===== config.mk =====
export PLATFORM = sky130hd
export DESIGN_NAME = qrca_back_flat
export DESIGN_NICKNAME = d
export VERILOG_FILES = /design/src/qrca_pkg.sv /design/src/qrca_res_if.sv /design/src/qrca_back.sv /design/src/flat_wrapper.sv
export SDC_FILE = /design/constraint.sdc
export NUM_CORES = 1
export LEC_CHECK = 0
export BUFFER_PORTS_ARGS = -buffer_cell sky130_fd_sc_hd__buf_2
export CORE_ASPECT_RATIO = 0.6
export CORE_MARGIN = 2
export CORE_UTILIZATION = 37
export CTS_CLUSTER_DIAMETER = 30
export CTS_CLUSTER_SIZE = 10
export DETAILED_ROUTE_END_ITERATION = 10
export HOLD_SLACK_MARGIN = 0.03
export SLEW_MARGIN = 40
export SYNTH_ARGS = -nofsm -noshare
export SYNTH_HDL_FRONTEND = slang
export SYNTH_SLANG_ARGS = --single-unit

===== constraint.sdc =====
create_clock -name clk -period 5.9 [get_ports clk]
set_input_delay 0.59 -clock clk [delete_from_list [all_inputs] [get_ports clk]]
set_output_delay 0.59 -clock clk [all_outputs]
set_load 0.005 [all_outputs]

===== src/qrca_pkg.sv =====
// ----------------------------------------------------------------------------
// qrca_pkg
// Shared constants, register codes and the classified pixel word for the
// quad region color average block.
// ----------------------------------------------------------------------------
package qrca_pkg;

	// Frame and coordinate geometry.
	localparam int MaxFrameSide = 4096;
	localparam int CoordW = 12;
	localparam int FracBits = 12;
	localparam int ChanW = 8;
	localparam int NumChan = 3;

	// Configuration port.
	localparam int CfgIdxW = 3;
	localparam int CfgDataW = 40;
	localparam int FieldW = 20;
	localparam int ScaleW = 20;
	localparam logic [ScaleW-1:0] ScaleReset = ScaleW'(65536);

	// Span arithmetic: scaled corners, differences, magnitudes, products.
	localparam int ScaledW = 28;
	localparam int DiffW = ScaledW + 1;
	localparam int MagW = ScaledW;
	localparam int ProdW = 2 * MagW;
	localparam int PosW = ProdW + 2;
	localparam int NumEdges = 4;
	localparam int EdgeW = 2;

	// Accumulators.
	localparam int SumW = 32;
	localparam int CountW = 25;

	// Queue between front and back.
	localparam int FifoDepth = 4;
	localparam int FifoPtrW = 2;
	localparam int FifoCntW = 3;

	// Register indexes on the configuration port.
	typedef enum logic [CfgIdxW-1:0] {
		REG_CORNER_ONE   = 3'd0,
		REG_CORNER_TWO   = 3'd1,
		REG_CORNER_THREE = 3'd2,
		REG_CORNER_FOUR  = 3'd3,
		REG_SCALE_X      = 3'd4,
		REG_SCALE_Y      = 3'd5
	} reg_idx_t;

	// One classified pixel as it travels from front to back.
	typedef struct packed {
		logic                         covered;
		logic [NumChan-1:0][ChanW-1:0] weight;
		logic                         last;
	} cls_t;

	// floor(c * a / 255) without a divider; exact for every byte pair.
	function automatic logic [ChanW-1:0] alpha_weight(input logic [ChanW-1:0] c,
		input logic [ChanW-1:0] a);
		logic [2*ChanW-1:0] p;
		logic [2*ChanW:0] t;
		p = c * a;
		t = {1'b0, p} + (2*ChanW+1)'(1) + (2*ChanW+1)'(p[2*ChanW-1:ChanW]);
		return t[2*ChanW-1:ChanW];
	endfunction

endpackage


===== src/qrca_res_if.sv =====
// ----------------------------------------------------------------------------
// qrca_res_if
// Result channel: per-frame average colors and the covered pixel count.
// ----------------------------------------------------------------------------
interface qrca_res_if;
	import qrca_pkg::*;

	logic              valid;
	logic              ready;
	logic [ChanW-1:0]  avg_red;
	logic [ChanW-1:0]  avg_green;
	logic [ChanW-1:0]  avg_blue;
	logic [CountW-1:0] covered_count;

	modport source (output valid, avg_red, avg_green, avg_blue, covered_count,
		input ready);
	modport sink (input valid, avg_red, avg_green, avg_blue, covered_count,
		output ready);
endinterface


===== src/qrca_back.sv =====
// ----------------------------------------------------------------------------
// qrca_back
// Accumulates covered pixels and, at the end of a frame, divides the sums by
// the pixel count with three bit-serial dividers into an output register.
// ----------------------------------------------------------------------------
module qrca_back (
	input  logic           clk,
	input  logic           arst_n,
	input  logic           pop_valid,
	input  qrca_pkg::cls_t pop_data,
	output logic           pop_ready,
	qrca_res_if.source     res
);
	import qrca_pkg::*;

	typedef enum logic [1:0] {B_ACC, B_DIV, B_LOAD} bstate_t;

	localparam int StepW = 5;

	bstate_t           state_q;
	logic [SumW-1:0]   sum_q [NumChan];
	logic [CountW-1:0] total_q;
	logic [SumW-1:0]   dq_q [NumChan];
	logic [CountW-1:0] rq_q [NumChan];
	logic [CountW-1:0] den_q;
	logic [StepW-1:0]  step_q;
	logic              out_valid_q;
	logic [ChanW-1:0]  out_avg_q [NumChan];
	logic [CountW-1:0] out_count_q;

	logic              pop_fire;
	logic [SumW-1:0]   sum_n [NumChan];
	logic [CountW-1:0] total_n;
	logic [CountW:0]   rtrial [NumChan];
	logic              qbit [NumChan];

	assign pop_ready = state_q == B_ACC;
	assign pop_fire = pop_valid && pop_ready;

	// Saturating accumulation of the popped word.
	always_comb begin
		logic [SumW:0]   s;
		logic [CountW:0] t;
		for (int c = 0; c < NumChan; c++) begin
			s = {1'b0, sum_q[c]} + (SumW+1)'(pop_data.weight[c]);
			sum_n[c] = s[SumW] ? '1 : s[SumW-1:0];
		end
		t = {1'b0, total_q} + (CountW+1)'(1);
		total_n = t[CountW] ? '1 : t[CountW-1:0];
		if (!pop_data.covered) begin
			for (int c = 0; c < NumChan; c++) begin
				sum_n[c] = sum_q[c];
			end
			total_n = total_q;
		end
	end

	// One restoring divider step per channel.
	always_comb begin
		for (int c = 0; c < NumChan; c++) begin
			rtrial[c] = {rq_q[c], dq_q[c][SumW-1]};
			qbit[c] = rtrial[c] >= {1'b0, den_q};
		end
	end

	// Frame sequencing and output register.
	always_ff @(posedge clk or negedge arst_n) begin
		if (!arst_n) begin
			state_q <= B_ACC;
			for (int c = 0; c < NumChan; c++) begin
				sum_q[c] <= '0;
			end
			total_q <= '0;
			step_q <= '0;
			out_valid_q <= 1'b0;
		end else begin
			if (res.ready) begin
				out_valid_q <= 1'b0;
			end
			unique case (state_q)
				B_ACC: begin
					if (pop_fire) begin
						if (pop_data.last) begin
							for (int c = 0; c < NumChan; c++) begin
								dq_q[c] <= sum_n[c];
								rq_q[c] <= '0;
								sum_q[c] <= '0;
							end
							den_q <= total_n;
							total_q <= '0;
							step_q <= '0;
							state_q <= B_DIV;
						end else begin
							for (int c = 0; c < NumChan; c++) begin
								sum_q[c] <= sum_n[c];
							end
							total_q <= total_n;
						end
					end
				end
				B_DIV: begin
					for (int c = 0; c < NumChan; c++) begin
						rq_q[c] <= qbit[c] ? CountW'(rtrial[c] - {1'b0, den_q})
							: rtrial[c][CountW-1:0];
						dq_q[c] <= {dq_q[c][SumW-2:0], qbit[c]};
					end
					step_q <= step_q + StepW'(1);
					if (step_q == StepW'(SumW - 1)) begin
						state_q <= B_LOAD;
					end
				end
				B_LOAD: begin
					if (!out_valid_q || res.ready) begin
						for (int c = 0; c < NumChan; c++) begin
							if (den_q == '0) begin
								out_avg_q[c] <= '0;
							end else if (dq_q[c][SumW-1:ChanW] != '0) begin
								out_avg_q[c] <= '1;
							end else begin
								out_avg_q[c] <= dq_q[c][ChanW-1:0];
							end
						end
						out_count_q <= den_q;
						out_valid_q <= 1'b1;
						state_q <= B_ACC;
					end
				end
				default: state_q <= B_ACC;
			endcase
		end
	end

	assign res.valid = out_valid_q;
	assign res.avg_red = out_avg_q[0];
	assign res.avg_green = out_avg_q[1];
	assign res.avg_blue = out_avg_q[2];
	assign res.covered_count = out_count_q;

	a_empty_zero: assert property (@(posedge clk) disable iff (!arst_n)
		out_valid_q && out_count_q == '0 |->
		out_avg_q[0] == '0 && out_avg_q[1] == '0 && out_avg_q[2] == '0)
		else $error("empty frame produced a nonzero average");

	a_div_len: assert property (@(posedge clk) disable iff (!arst_n)
		state_q == B_DIV && step_q == StepW'(SumW - 1) |=> state_q == B_LOAD)
		else $error("divider did not finish after its last step");

	a_total_grows: assert property (@(posedge clk) disable iff (!arst_n)
		!(pop_fire && pop_data.last) |=> total_q >= $past(total_q))
		else $error("pixel count dropped inside a frame");

endmodule


===== src/flat_wrapper.sv =====
// flat-port wrapper written by rule: the top's interface ports become plain ports
module qrca_back_flat import qrca_pkg::*;
  (clk, arst_n, pop_valid, pop_data, pop_ready, res_valid, res_avg_red, res_avg_green, res_avg_blue, res_covered_count, res_ready);
  qrca_res_if res_i ();
  input  logic clk;
  input  logic arst_n;
  input  logic pop_valid;
  input  qrca_pkg::cls_t pop_data;
  output logic pop_ready;
  output wire logic [$bits(res_i.valid)-1:0] res_valid;
  output wire logic [$bits(res_i.avg_red)-1:0] res_avg_red;
  output wire logic [$bits(res_i.avg_green)-1:0] res_avg_green;
  output wire logic [$bits(res_i.avg_blue)-1:0] res_avg_blue;
  output wire logic [$bits(res_i.covered_count)-1:0] res_covered_count;
  input wire logic [$bits(res_i.ready)-1:0] res_ready;
  assign res_valid = res_i.valid;
  assign res_avg_red = res_i.avg_red;
  assign res_avg_green = res_i.avg_green;
  assign res_avg_blue = res_i.avg_blue;
  assign res_covered_count = res_i.covered_count;
  assign res_i.ready = res_ready;
  qrca_back u_core (.clk(clk), .arst_n(arst_n), .pop_valid(pop_valid), .pop_data(pop_data), .pop_ready(pop_ready), .res(res_i));
endmodule

==> results.ini <==
[outcome]
status = finished clean

[sta]
skew_ns = 0.0185
tns_ns = 0
rsz0062_at_grt = false
relSlewSlack = 0.403
setup_violations = 0
maxSlewViolCount = 0
max_freq_mhz = 234
hold_viol = 0
finalCriticalPeriod_ns = 4.27
worst_slew_pin_slew_ns = 0.889
finalCritPeriodShare = 0.724

[synthesis]
synth_area_leaders = edfxtp_1 (31%), dfrtp_1 (14%), ha_1 (5.4%)
seq_area_frac_synth = 0.450
synth_edf_count = 245
syn_inst = 2445
yosysTopAreaCell = edfxtp_1
synth-seq-cells = 374
syn_avg_cell_area_um2 = 9.62
syn-cell-area_um2 = 23500
synthDistinctLibCells = 85
synth_flop_cell = edfxtp_1
synthArstFlopShare = 0.345
yosysWarnings = 0
postSynthNetCount = 2583
yosysTopAreaCellShare = 0.313

[power]
p_leak_nw = 11.3
p_comb_frac = 0.336
p_clk_frac = 0.356
p_per_area_nw_per_um2 = 507
internal_power_mw = 9.03
sw_frac_of_total = 0.361
pwr-share-seq = 0.308
ir_worst_vdd_mv = 0.244
switchingPower_mw = 5.10

[worst_setup_path]
r2r-end = u_core.dq_q[0][32]$_DFFE_PP_
reg2reg_slack_ns = 1.63
r2r_cells = 11
cp-start-kind = flip-flop
path_class = reg -> reg
crit_arrival_ns = 4.61
crit_fanout = 28
r2r_start = u_core.den_q[0]$_DFFE_PP_
endpoint_kind = flip-flop
critPathRequiredTime_ns = 6.24

[route]
vias = 20100
vias_per_cell = 5.89
routed_wl_um = 70700
drcViolationCount = 0
firstDrtPassIters = 6
ant_nets = 0
drt_iter0_drc = 2091
wire_per_inst_um = 20.7

[worst_hold_path]
min_to = u_core.state_q[0]$_DFFE_PN0P_
min_path_type = in -> reg
whs_path_depth = 4
min_from = pop_valid

[clock_network]
cts_buffer_depth = 3
clkLatencyLatePin_ns = 0.63
cts_setup_buffers = 0
cts_sinks = 374
cts_buffers = 82
root_buffer = clkbuf_16
cts_tree = done
path_clk_slew_ns = 0.05
htree_levels = 3

[finish]
layout_common_cells = nor2_1 (279), edfxtp_1 (245), a21oi_1 (231), nand2_1 (159), dfrtp_1 (129)
fin_nets = 2645
final_util = 0.444
syn_to_final_growth_pct = 18.5
design_area_um2 = 27900
final_common_cell = nor2_1
layout-drive-gt1-share = 0.121
fill_cells = 5895
diodes = 0

[floorplanning]
fp.dieArea_um2 = 65600
coreArea_um2 = 62700
die_w_um = 329
num_rows = 71
initial_utilization = 0.375
die_y_um = 199
ios = 81

[grt]
grt_pass1_vias = 19100
antenna_found_initial = 1
grt_max_degree = 93
overflow = 0
grt_usage = 0.216
grt_pass1_wl_um = 111000

[placement]
dpl_cell_area_um2 = 24800
routabilityCongestion = 0.968
hpwl_um = 49000
port_buffers = 80

[run]
max_cap_violations = 0

cells by family (layout without fill, tap and decap cells):
family / after synthesis / after routing / share of synthesized area
fa+ha+maj: 108 / 108 / 0.0594
xor+xnor: 147 / 147 / 0.0548
simple gates: 817 / 817 / 0.171
compound gates: 749 / 749 / 0.211
flops: 374 / 374 / 0.450
mux: 43 / 43 / 0.0185
buf+inv: 207 / 339 / 0.0346
power groups by stage:
stage / combinational, mW / clock [mW] / sequential, mW
2_1_floorplan: 3.58 / 0 / 4.16
3_3_place_gp: 4.51 / 0 / 4.36
3_5_place_dp: 4.64 / 0 / 4.36
4_1_cts: 4.67 / 5.10 / 4.34
5_1_grt: 5.25 / 5.24 / 4.43
6_report: 4.75 / 5.03 / 4.36
synth_stat cells, drive strengths merged, types with 39 or more instances:
master  instances
a31oi          73
nand2         162
mux2i          39
nand4          39
nor3           81
xnor2         110
o22a           47
nor2          284
dfrtp         129
clkbuf        105
nand3          57
inv            78
a21o           40
ha            102
o21ai         120
and3           54
edfxtp        245
a21oi         232
metal layers:
layer  vias up  wire length, um  GRT usage
met4         0             1370     0.0551
met3       107             6400     0.0521
li1       9358                -          -
met1      9810            34400      0.330
met2       829            28600      0.300
met5         -                0          0
state kept, by name (all words and copies together), names as in the netlist:
| register | count |
|---|---|
| u_core.den_q | 25 |
| u_core.res.covered_count | 25 |
| u_core.sum_q | 96 |
| u_core.rq_q | 75 |
| u_core.total_q | 25 |
| u_core.step_q | 5 |
| u_core.out_avg_q | 24 |
| u_core.state_q | 2 |
| u_core.dq_q | 96 |
| u_core.res.valid | 1 |
metrics by stage:
step,total power [mW],hold slack (ns),std cells,setup slack (ns)
5_1_grt,14.9,0.430,3416,1.44
2_1_floorplan,7.74,0.294,2445,1.35
4_1_cts,14.1,0.386,3416,1.68
6_report,14.1,0.419,3416,1.63
3_5_place_dp,9.00,0.463,3261,1.71
3_3_place_gp,8.87,0.452,3255,1.75
critical path, cell delays in order, from the launching register on:
cell and delay (ns):
edfxtp_1 0.56, ha_1 0.24, inv_1 0.05, fa_1 0.41, a211oi_1 0.33, o21a_1 0.24
o31ai_1 0.15, o2111ai_1 0.26, a31o_2 0.61, inv_1 0.53, nand2_1 0.42, o21ai_0 0.16
how the worst max path moves through the flow:
stage / start / end / cells past startpoint
after CTS: u_core.den_q[0]$_DFFE_PP_ / u_core.dq_q[0][32]$_DFFE_PP_ / 11
final: u_core.den_q[0]$_DFFE_PP_ / u_core.dq_q[0][32]$_DFFE_PP_ / 11
after global routing: u_core.den_q[0]$_DFFE_PP_ / u_core.rq_q[0][46]$_SDFFCE_PN0P_ / 11
after global placement: u_core.den_q[0]$_DFFE_PP_ / u_core.dq_q[0][32]$_DFFE_PP_ / 11
after detailed placement: u_core.den_q[0]$_DFFE_PP_ / u_core.rq_q[0][46]$_SDFFCE_PN0P_ / 11
after floorplan: u_core.state_q[1]$_DFFE_PN0P_ / u_core.dq_q[0][0]$_DFFE_PP_ / 6
cell type report:
cell class / count / area [um^2] / area share
clock buffer: 99 / 2230 / 0.0800
multi-input combinational: 1864 / 12200 / 0.438
tap: 839 / 1050 / 0.0377
timing repair buffer: 106 / 689 / 0.0247
inverter: 79 / 297 / 0.0106
clock inverter: 55 / 817 / 0.0293
sequential: 374 / 10600 / 0.380
repair_timing:
item	CTS	global route
hold endpoints to repair	33	0
resized for setup	0	0
hold buffers	1	0
Power figures use the tool's default switching activity.
