`src/qrca_pkg.sv`:
```
// ----------------------------------------------------------------------------
// qrca_pkg
// Shared constants, register codes and the classified pixel word for the
// quad region color average block.
// ----------------------------------------------------------------------------
package qrca_pkg;

	// Frame and coordinate geometry.
	localparam int MaxFrameSide = 4096;
	localparam int CoordW = 12;
	localparam int FracBits = 12;
	localparam int ChanW = 8;
	localparam int NumChan = 3;

	// Configuration port.
	localparam int CfgIdxW = 3;
	localparam int CfgDataW = 40;
	localparam int FieldW = 20;
	localparam int ScaleW = 20;
	localparam logic [ScaleW-1:0] ScaleReset = ScaleW'(65536);

	// Span arithmetic: scaled corners, differences, magnitudes, products.
	localparam int ScaledW = 28;
	localparam int DiffW = ScaledW + 1;
	localparam int MagW = ScaledW;
	localparam int ProdW = 2 * MagW;
	localparam int PosW = ProdW + 2;
	localparam int NumEdges = 4;
	localparam int EdgeW = 2;

	// Accumulators.
	localparam int SumW = 32;
	localparam int CountW = 25;

	// Queue between front and back.
	localparam int FifoDepth = 4;
	localparam int FifoPtrW = 2;
	localparam int FifoCntW = 3;

	// Register indexes on the configuration port.
	typedef enum logic [CfgIdxW-1:0] {
		REG_CORNER_ONE   = 3'd0,
		REG_CORNER_TWO   = 3'd1,
		REG_CORNER_THREE = 3'd2,
		REG_CORNER_FOUR  = 3'd3,
		REG_SCALE_X      = 3'd4,
		REG_SCALE_Y      = 3'd5
	} reg_idx_t;

	// One classified pixel as it travels from front to back.
	typedef struct packed {
		logic                         covered;
		logic [NumChan-1:0][ChanW-1:0] weight;
		logic                         last;
	} cls_t;

	// floor(c * a / 255) without a divider; exact for every byte pair.
	function automatic logic [ChanW-1:0] alpha_weight(input logic [ChanW-1:0] c,
		input logic [ChanW-1:0] a);
		logic [2*ChanW-1:0] p;
		logic [2*ChanW:0] t;
		p = c * a;
		t = {1'b0, p} + (2*ChanW+1)'(1) + (2*ChanW+1)'(p[2*ChanW-1:ChanW]);
		return t[2*ChanW-1:ChanW];
	endfunction

endpackage

```
`src/qrca_fifo.sv`:
```
// ----------------------------------------------------------------------------
// qrca_fifo
// Short queue of classified pixel words between the front and the back.
// ----------------------------------------------------------------------------
module qrca_fifo (
	input  logic           clk,
	input  logic           arst_n,
	input  logic           push_valid,
	input  qrca_pkg::cls_t push_data,
	output logic           push_room,
	output logic           pop_valid,
	output qrca_pkg::cls_t pop_data,
	input  logic           pop_ready
);
	import qrca_pkg::*;

	cls_t                mem_q [FifoDepth];
	logic [FifoPtrW-1:0] wr_ptr_q;
	logic [FifoPtrW-1:0] rd_ptr_q;
	logic [FifoCntW-1:0] cnt_q;
	logic                do_push;
	logic                do_pop;

	assign push_room = cnt_q != FifoCntW'(FifoDepth);
	assign pop_valid = cnt_q != '0;
	assign pop_data = mem_q[rd_ptr_q];
	assign do_push = push_valid && push_room;
	assign do_pop = pop_valid && pop_ready;

	// Storage.
	always_ff @(posedge clk) begin
		if (do_push) begin
			mem_q[wr_ptr_q] <= push_data;
		end
	end

	// Pointers and fill count.
	always_ff @(posedge clk or negedge arst_n) begin
		if (!arst_n) begin
			wr_ptr_q <= '0;
			rd_ptr_q <= '0;
			cnt_q <= '0;
		end else begin
			if (do_push) begin
				wr_ptr_q <= wr_ptr_q + FifoPtrW'(1);
			end
			if (do_pop) begin
				rd_ptr_q <= rd_ptr_q + FifoPtrW'(1);
			end
			cnt_q <= cnt_q + FifoCntW'(do_push) - FifoCntW'(do_pop);
		end
	end

endmodule

```
`config.mk`:
```
export PLATFORM = sky130hd
export DESIGN_NAME = qrca_fifo
export DESIGN_NICKNAME = d
export VERILOG_FILES = /design/src/qrca_pkg.sv /design/src/qrca_fifo.sv
export SDC_FILE = /design/constraint.sdc
export NUM_CORES = 1
export LEC_CHECK = 0
export BUFFER_PORTS_ARGS = -buffer_cell sky130_fd_sc_hd__buf_4
export CAP_MARGIN = 20
export CORE_MARGIN = 4
export CORE_UTILIZATION = 51
export CTS_CLUSTER_DIAMETER = 60
export DETAILED_ROUTE_END_ITERATION = 16
export PLACE_DENSITY_LB_ADDON = 0.15
export REMOVE_ABC_BUFFERS = 1
export SETUP_SLACK_MARGIN = 0.2
export SLEW_MARGIN = 20
export SYNTH_ARGS = -nofsm -noshare
export SYNTH_HDL_FRONTEND = slang
export SYNTH_SLANG_ARGS = --single-unit
export TNS_END_PERCENT = 20
```
`constraint.sdc`:
```
create_clock -name clk -period 2.1 [get_ports clk]
set_input_delay 0.42 -clock clk [delete_from_list [all_inputs] [get_ports clk]]
set_output_delay 0.42 -clock clk [all_outputs]
set_load 0.01 [all_outputs]
```
==> results of run 1 <==
[area by class of cell]
cell class	count	area, µm²
flip-flops and latches	111	3300
fillers	559	2810
multi-input cells	54	871
repair buffers	86	866
well taps	105	131
clock buffers	10	128
clock inverters	5	45.0
inverters	6	22.5
[worst reg2reg max path, stage by stage, from the launching register on]
cell,delay (ps)
dfrtp_2,440
o31a_1,340
ha_1,310
inv_1,60
ha_2,160
inv_2,40
fa_2,350
xnor2_2,140
xnor2_1,120
[registers in the layout (all words and copies together), names as in the netlist]
| signal | cells |
|---|---|
| rd_ptr_q | 2 |
| wr_ptr_q | 2 |
| mem_q | 104 |
| cnt_q | 3 |
[power by group]
part           total (W)  internal (W)  switching, W
clock network    0.00111      0.000440      0.000673
logic            0.00316       0.00186       0.00131
registers        0.00310       0.00294      0.000166
total            0.00738       0.00523       0.00215
[cells in the final DEF, fill, tap and decap left out, types with 2 or more instances in the layout]
master and count:
and3b_1 4, buf_12 7, buf_4 47, buf_6 30, clkbuf_8 9, clkinv_4 3, dfrtp_1 3, dfrtp_2 4
edfxtp_1 104, ha_1 5, inv_1 5, mux4_2 26, nand2b_1 4, nand4bb_1 2, o211ai_1 2, xnor2_1 2
[worst paths after layout]
| path | startpoint | to | cells after the start |
|---|---|---|---|
| min | push_data[12] | mem_q[0][12]$_DFFE_PP_ | 1 |
| max reg2reg | cnt_q[1]$_DFF_PN0_ | cnt_q[2]$_DFF_PN0_ | 8 |
| min reg2reg | cnt_q[0]$_DFF_PN0_ | cnt_q[0]$_DFF_PN0_ | 1 |
| max in group asynchronous | arst_n | rd_ptr_q[0]$_DFFE_PN0P_ | 2 |
| min in group asynchronous | arst_n | wr_ptr_q[1]$_DFFE_PN0P_ | 2 |
| max | rd_ptr_q[0]$_DFFE_PN0P_ | pop_data[22] | 4 |
[per-layer routing]
metal | up-vias | share of wire [%] | global-route usage, % | wire [µm]
met2 | 44 | 53 | 25.4 | 3900
met1 | 1030 | 41 | 20.0 | 3040
li1 | 913 | - | - | -
met3 | 9 | 4.1 | 2.38 | 300
met5 | - | 0 | 0 | 0
met4 | 0 | 1.3 | 6.30 | 98
[cells by family (layout without fill, tap and decap cells)]
family | count (synthesis) | in the layout
adder cells (fa/ha/maj) | 7 | 7
flip-flops | 111 | 111
buffers and inverters | 12 | 107
XOR/XNOR | 4 | 4
multiplexers | 26 | 26
AO/OA/AOI/OAI | 4 | 4
AND/OR/NAND/NOR | 13 | 13
[through the flow]
stage | instance area [µm²] | util (%) | power (W)
2_1_floorplan | 4200 | - | 0.00445
3_3_place_gp | 4920 | 60.1 | 0.00561
3_5_place_dp | 4920 | 60.1 | 0.00564
4_1_cts | 5190 | 63.5 | 0.00700
5_1_grt | 5370 | 65.6 | 0.00780
6_report | 5370 | 65.6 | 0.00738
[timing repair]
action	in CTS	in global routing
hold endpoints to repair	7	0
pin swaps	4	5
gates resized for setup	25	24
buffers inserted	2	13
setup endpoints to repair	28	29
cloned	0	1
hold buffers	1	0
==> results.cfg, run 1 <==
[sta]
whs_ps = 256
clock-skew-final_ps = 6.41
rsz0062_at_grt = yes
slew_headroom_pct = 73.7
setup_violations = 12
setup-tns-final_ps = -146
fin_ws_ps = -22.9
slew_violations = 0
fin_crit_ps = 2120
tightest_slew_ps = 389
fin_crit_sh_pct = 101
hold_viol = 0
timing.fmax_ghz = 0.471

[synth]
synthSimpleGateAreaFrac_pct = 2.46
synthMuxAreaShare_pct = 14.4
synth_top_family_by_area = multiplexers
synth_cells = 177
netlist_top_cells_count = edfxtp_1 (104), mux4_2 (18), mux4_1 (8)
synth_edf_count = 104
yosysTopAreaCellShare_pct = 73.1
async_reset_ff_share_pct = 6.31
yosys.cell_types.count = 21
synth-seq-cells = 111
synth_most_common_cell = edfxtp_1
syn_area_um2 = 4270
ys_seq_area_share_pct = 77.2
yosys.area_share.adder_pct = 2.23
ys_warn_count = 0
synth_area_leaders = edfxtp_1 (73%), mux4_2 (9.5%), mux4_1 (4.9%)
yosysTopAreaCell = edfxtp_1
ys.flop_type = edfxtp_1
syn_area_per_cell_um2 = 24.1
synth_compound_area_share_pct = 0.762
synth-xor-area-share_pct = 0.820

[critical_path]
crit_top_cell = buf_6
path_delay_family = multiplexers
crit_required_ps = 1680
cp_slowest_cell = mux4_2
path_buf_inv = 3
path_cells = buf_6 > clkbuf_16 > mux4_2 > buf_6
endpoint_kind = output pin
cp_max_fo = 5
critPathKind = register to output pin
critical_path_arrival_ps = 1700
r2r_slack_ps = 30
max_stage_delay_ps = 510
cp-start-kind = register

[layout]
area_delta_synth_final_pct = 25.7
stdcell_count = 377
nets = 305
drive_gt1_share_pct = 49.6
num_antenna_cells = 0

[global_route]
grt_remaining_overflow = 0
antenna_found_initial = 0
grt_max_degree = 27
grt_pass1_vias = 2166
grt_pass1_wl_um = 11200
grt.total_usage_pct = 15.2

[status]
status = finished with violations
violations = setup timing

[floorplanning]
die_width_um = 99.5
design.core.area_um2 = 8180
die_y_um = 99.5
row_count = 33
ios = 58
start_util_pct = 52.2
die-area_um2 = 9900

[clock_tree]
path_clk_slew_ps = 100
clockBufferDepth = 2
cts_root_buf = clkbuf_8
cts-buffers-inserted = 9
clock_latency_ps = 360
h-tree-depth = 3
clkSinkCount = 111
cts_tree = yes

[placement]
routabilityCongestion = 0.781
port_buffers = 57
dp_cells = 345
dpl.hpwl_um = 4480
dp_slack_ps = 60.3

[route]
wl_per_cell_um = 19.5
drc = 0
dr.pass1.iters = 4
ant_nets = 0
via_count = 1996
via_per_inst = 5.29
drt_iter0_drc = 70
wirelength_um = 7340

[power_and_ir_drop]
ir_drop_mv = 0.907
p_leak_nw = 1.91
pwr_density_cell_nw_per_um2 = 1370

[worst_hold_path]
hp-class = input port to register

[flow_run]
drv_cap = 0
(Power assumes the default switching activity.)
==> inputs of run 2 (changes only) <==
--- a/config.mk
+++ b/config.mk
@@ -11,6 +11,7 @@
 export CORE_UTILIZATION = 51
 export CTS_CLUSTER_DIAMETER = 60
 export DETAILED_ROUTE_END_ITERATION = 16
+export HOLD_SLACK_MARGIN = 0.02
 export PLACE_DENSITY_LB_ADDON = 0.15
 export REMOVE_ABC_BUFFERS = 1
 export SETUP_SLACK_MARGIN = 0.2
@@ -18,4 +19,3 @@
 export SYNTH_ARGS = -nofsm -noshare
 export SYNTH_HDL_FRONTEND = slang
 export SYNTH_SLANG_ARGS = --single-unit
-export TNS_END_PERCENT = 20
==> results.cfg, run 2 (synthesized netlist as in run 1, its figures left out) <==
[layout]
mostFrequentLayoutCells = edfxtp_1 (104), buf_4 (50), buf_6 (26), mux4_2 (23), clkbuf_8 (9)
area_delta_synth_final_pct = 24.0
largest-register = mem_q
drive_gt1_share_pct = 47.4
largest_reg_flops = 104
mostFrequentLayoutCell = edfxtp_1
top_regs = mem_q (104), cnt_q (3)
num_antenna_cells = 0
nets = 301

[floorplanning]
ios = 58
die_y_um = 99.5
start_util_pct = 52.2
row_count = 33
die-area_um2 = 9900
design.core.area_um2 = 8180
die_width_um = 99.5

[critical_path]
crit_top_cell = buf_4
path_cells = buf_4 > buf_6 > mux4_2 > buf_4
crit_required_ps = 1680
endpoint_kind = output pin
cp_slowest_cell = mux4_2
critPathKind = register to output pin
critical_path_arrival_ps = 1690
cp-start-kind = register
max_stage_delay_ps = 510
cp_max_fo = 4

[route]
via_count = 1961
wl_met1_um = 2910
drt_iter0_drc = 62
drc = 0
dr_wl_met2_um = 3790
wl_per_cell_um = 19.0
routed-wl-met3_um = 258
via_per_inst = 5.26
ant_nets = 0
dr.pass1.iters = 4
wirelength_um = 7080
top_layer = met4

[placement]
port_buffers = 57
routabilityCongestion = 0.781
dp_slack_ps = 60.3
dpl.hpwl_um = 4480

[global_route]
grt_pass1_vias = 2207
grt_max_degree = 27
antenna_found_initial = 0
grt_pass1_wl_um = 11400
grt.total_usage_pct = 15.5
grt_remaining_overflow = 0

[power_and_ir_drop]
power.switching_w = 0.00208
p_int_w = 0.00505
power_frac_seq_pct = 43.4
pwr_density_cell_nw_per_um2 = 1350
combPwrFrac_pct = 41.0
p_leak_nw = 1.89
power_frac_clock_pct = 15.6
ir_drop_mv = 1.02
swShare_pct = 29.2

[flow_run]
drv_cap = 0

[sta]
fin_crit_ps = 2110
whs_ps = 254
clock-skew-final_ps = 3.51
timing.fmax_ghz = 0.474
slew_violations = 0
slew_headroom_pct = 73.5
rsz0062_at_grt = yes
setup_violations = 2
fin_crit_sh_pct = 100
hold_viol = 0
fin_ws_ps = -9.62
tightest_slew_ps = 392
setup-tns-final_ps = -15.5

[worst_hold_path]
hp-class = input port to register

[status]
violations = setup timing
status = finished with violations

[clock_tree]
cts_root_buf = clkbuf_8
clockBufferDepth = 2
clkSinkCount = 111
h-tree-depth = 3
path_clk_slew_ps = 100
cts_tree = yes
cts-buffers-inserted = 9
clock_latency_ps = 360
## run 2: cell types whose count changed in the layout (fill, tap and decap cells not counted), sizes merged
cell / change
buf: -3
clkbuf: -1
## run 2: power groups by stage
| stage | sequential [W] | combinational [W] | clock, W |
|---|---|---|---|
| after global routing | 0.00315 | 0.00316 | 0.00124 |
| after detailed placement | 0.00317 | 0.00246 | 0 |
| after CTS | 0.00309 | 0.00282 | 0.00115 |
| after global placement | 0.00315 | 0.00246 | 0 |
| after floorplan | 0.00327 | 0.00118 | 0 |
| final | 0.00310 | 0.00293 | 0.00111 |
## run 2: final cells by class
type,instances,area (µm²)
Inverter,6,22.5
Clock buffer,10,128
Tap cell,105,131
Sequential cell,111,3300
Timing Repair Buffer,82,778
Multi-Input combinational cell,54,890
Fill cell,569,2880
Clock inverter,5,45.0
## run 2: metal layers
layer / GRT usage, % / vias to the layer above
li1: - / 908
met1: 20.1 / 1004
met2: 25.9 / 40
met3: 2.38 / 9
met4: 6.93 / 0
met5: 0 / -
## run 2: through the flow
| step | total power [W] | util, % | instance area [µm²] | instances |
|---|---|---|---|---|
| finish | 0.00713 | 64.8 | 5300 | 373 |
| global route | 0.00755 | 64.8 | 5300 | 373 |
| CTS | 0.00706 | 63.9 | 5230 | 368 |
| detailed placement | 0.00564 | 60.1 | 4920 | 345 |
| global placement | 0.00561 | 60.1 | 4920 | 345 |
| floorplan | 0.00445 | - | 4200 | 171 |
## run 2: final timing paths
check                                              from                      end  slack [ps]  depth (start not counted)
worst max-delay path            rd_ptr_q[0]$_DFFE_PN0P_              pop_data[7]         -10                          4
worst min-delay path                       push_data[2]    mem_q[1][2]$_DFFE_PP_         250                          1
worst max register to register       cnt_q[0]$_DFF_PN0_       cnt_q[2]$_DFF_PN0_          70                          9
worst min register to register  wr_ptr_q[1]$_DFFE_PN0P_  wr_ptr_q[1]$_DFFE_PN0P_         620                          2
max in group asynchronous                        arst_n  rd_ptr_q[0]$_DFFE_PN0P_        1560                          2
min in group asynchronous                        arst_n  wr_ptr_q[1]$_DFFE_PN0P_         410                          2
## run 2: what timing repair did
item	in CTS	in global routing
setup endpoints to repair	28	29
hold buffers	1	0
endpoints found under the hold margin	7	0
setup buffers	7	5
pin swaps	3	4
resized for setup	25	13
## run 2: critical path, delay by kind of cell, from the launching register on
| family | cells | cell delay, ps |
|---|---|---|
| mux | 1 | 510 |
| flops | 1 | 450 |
| buf+inv | 3 | 370 |
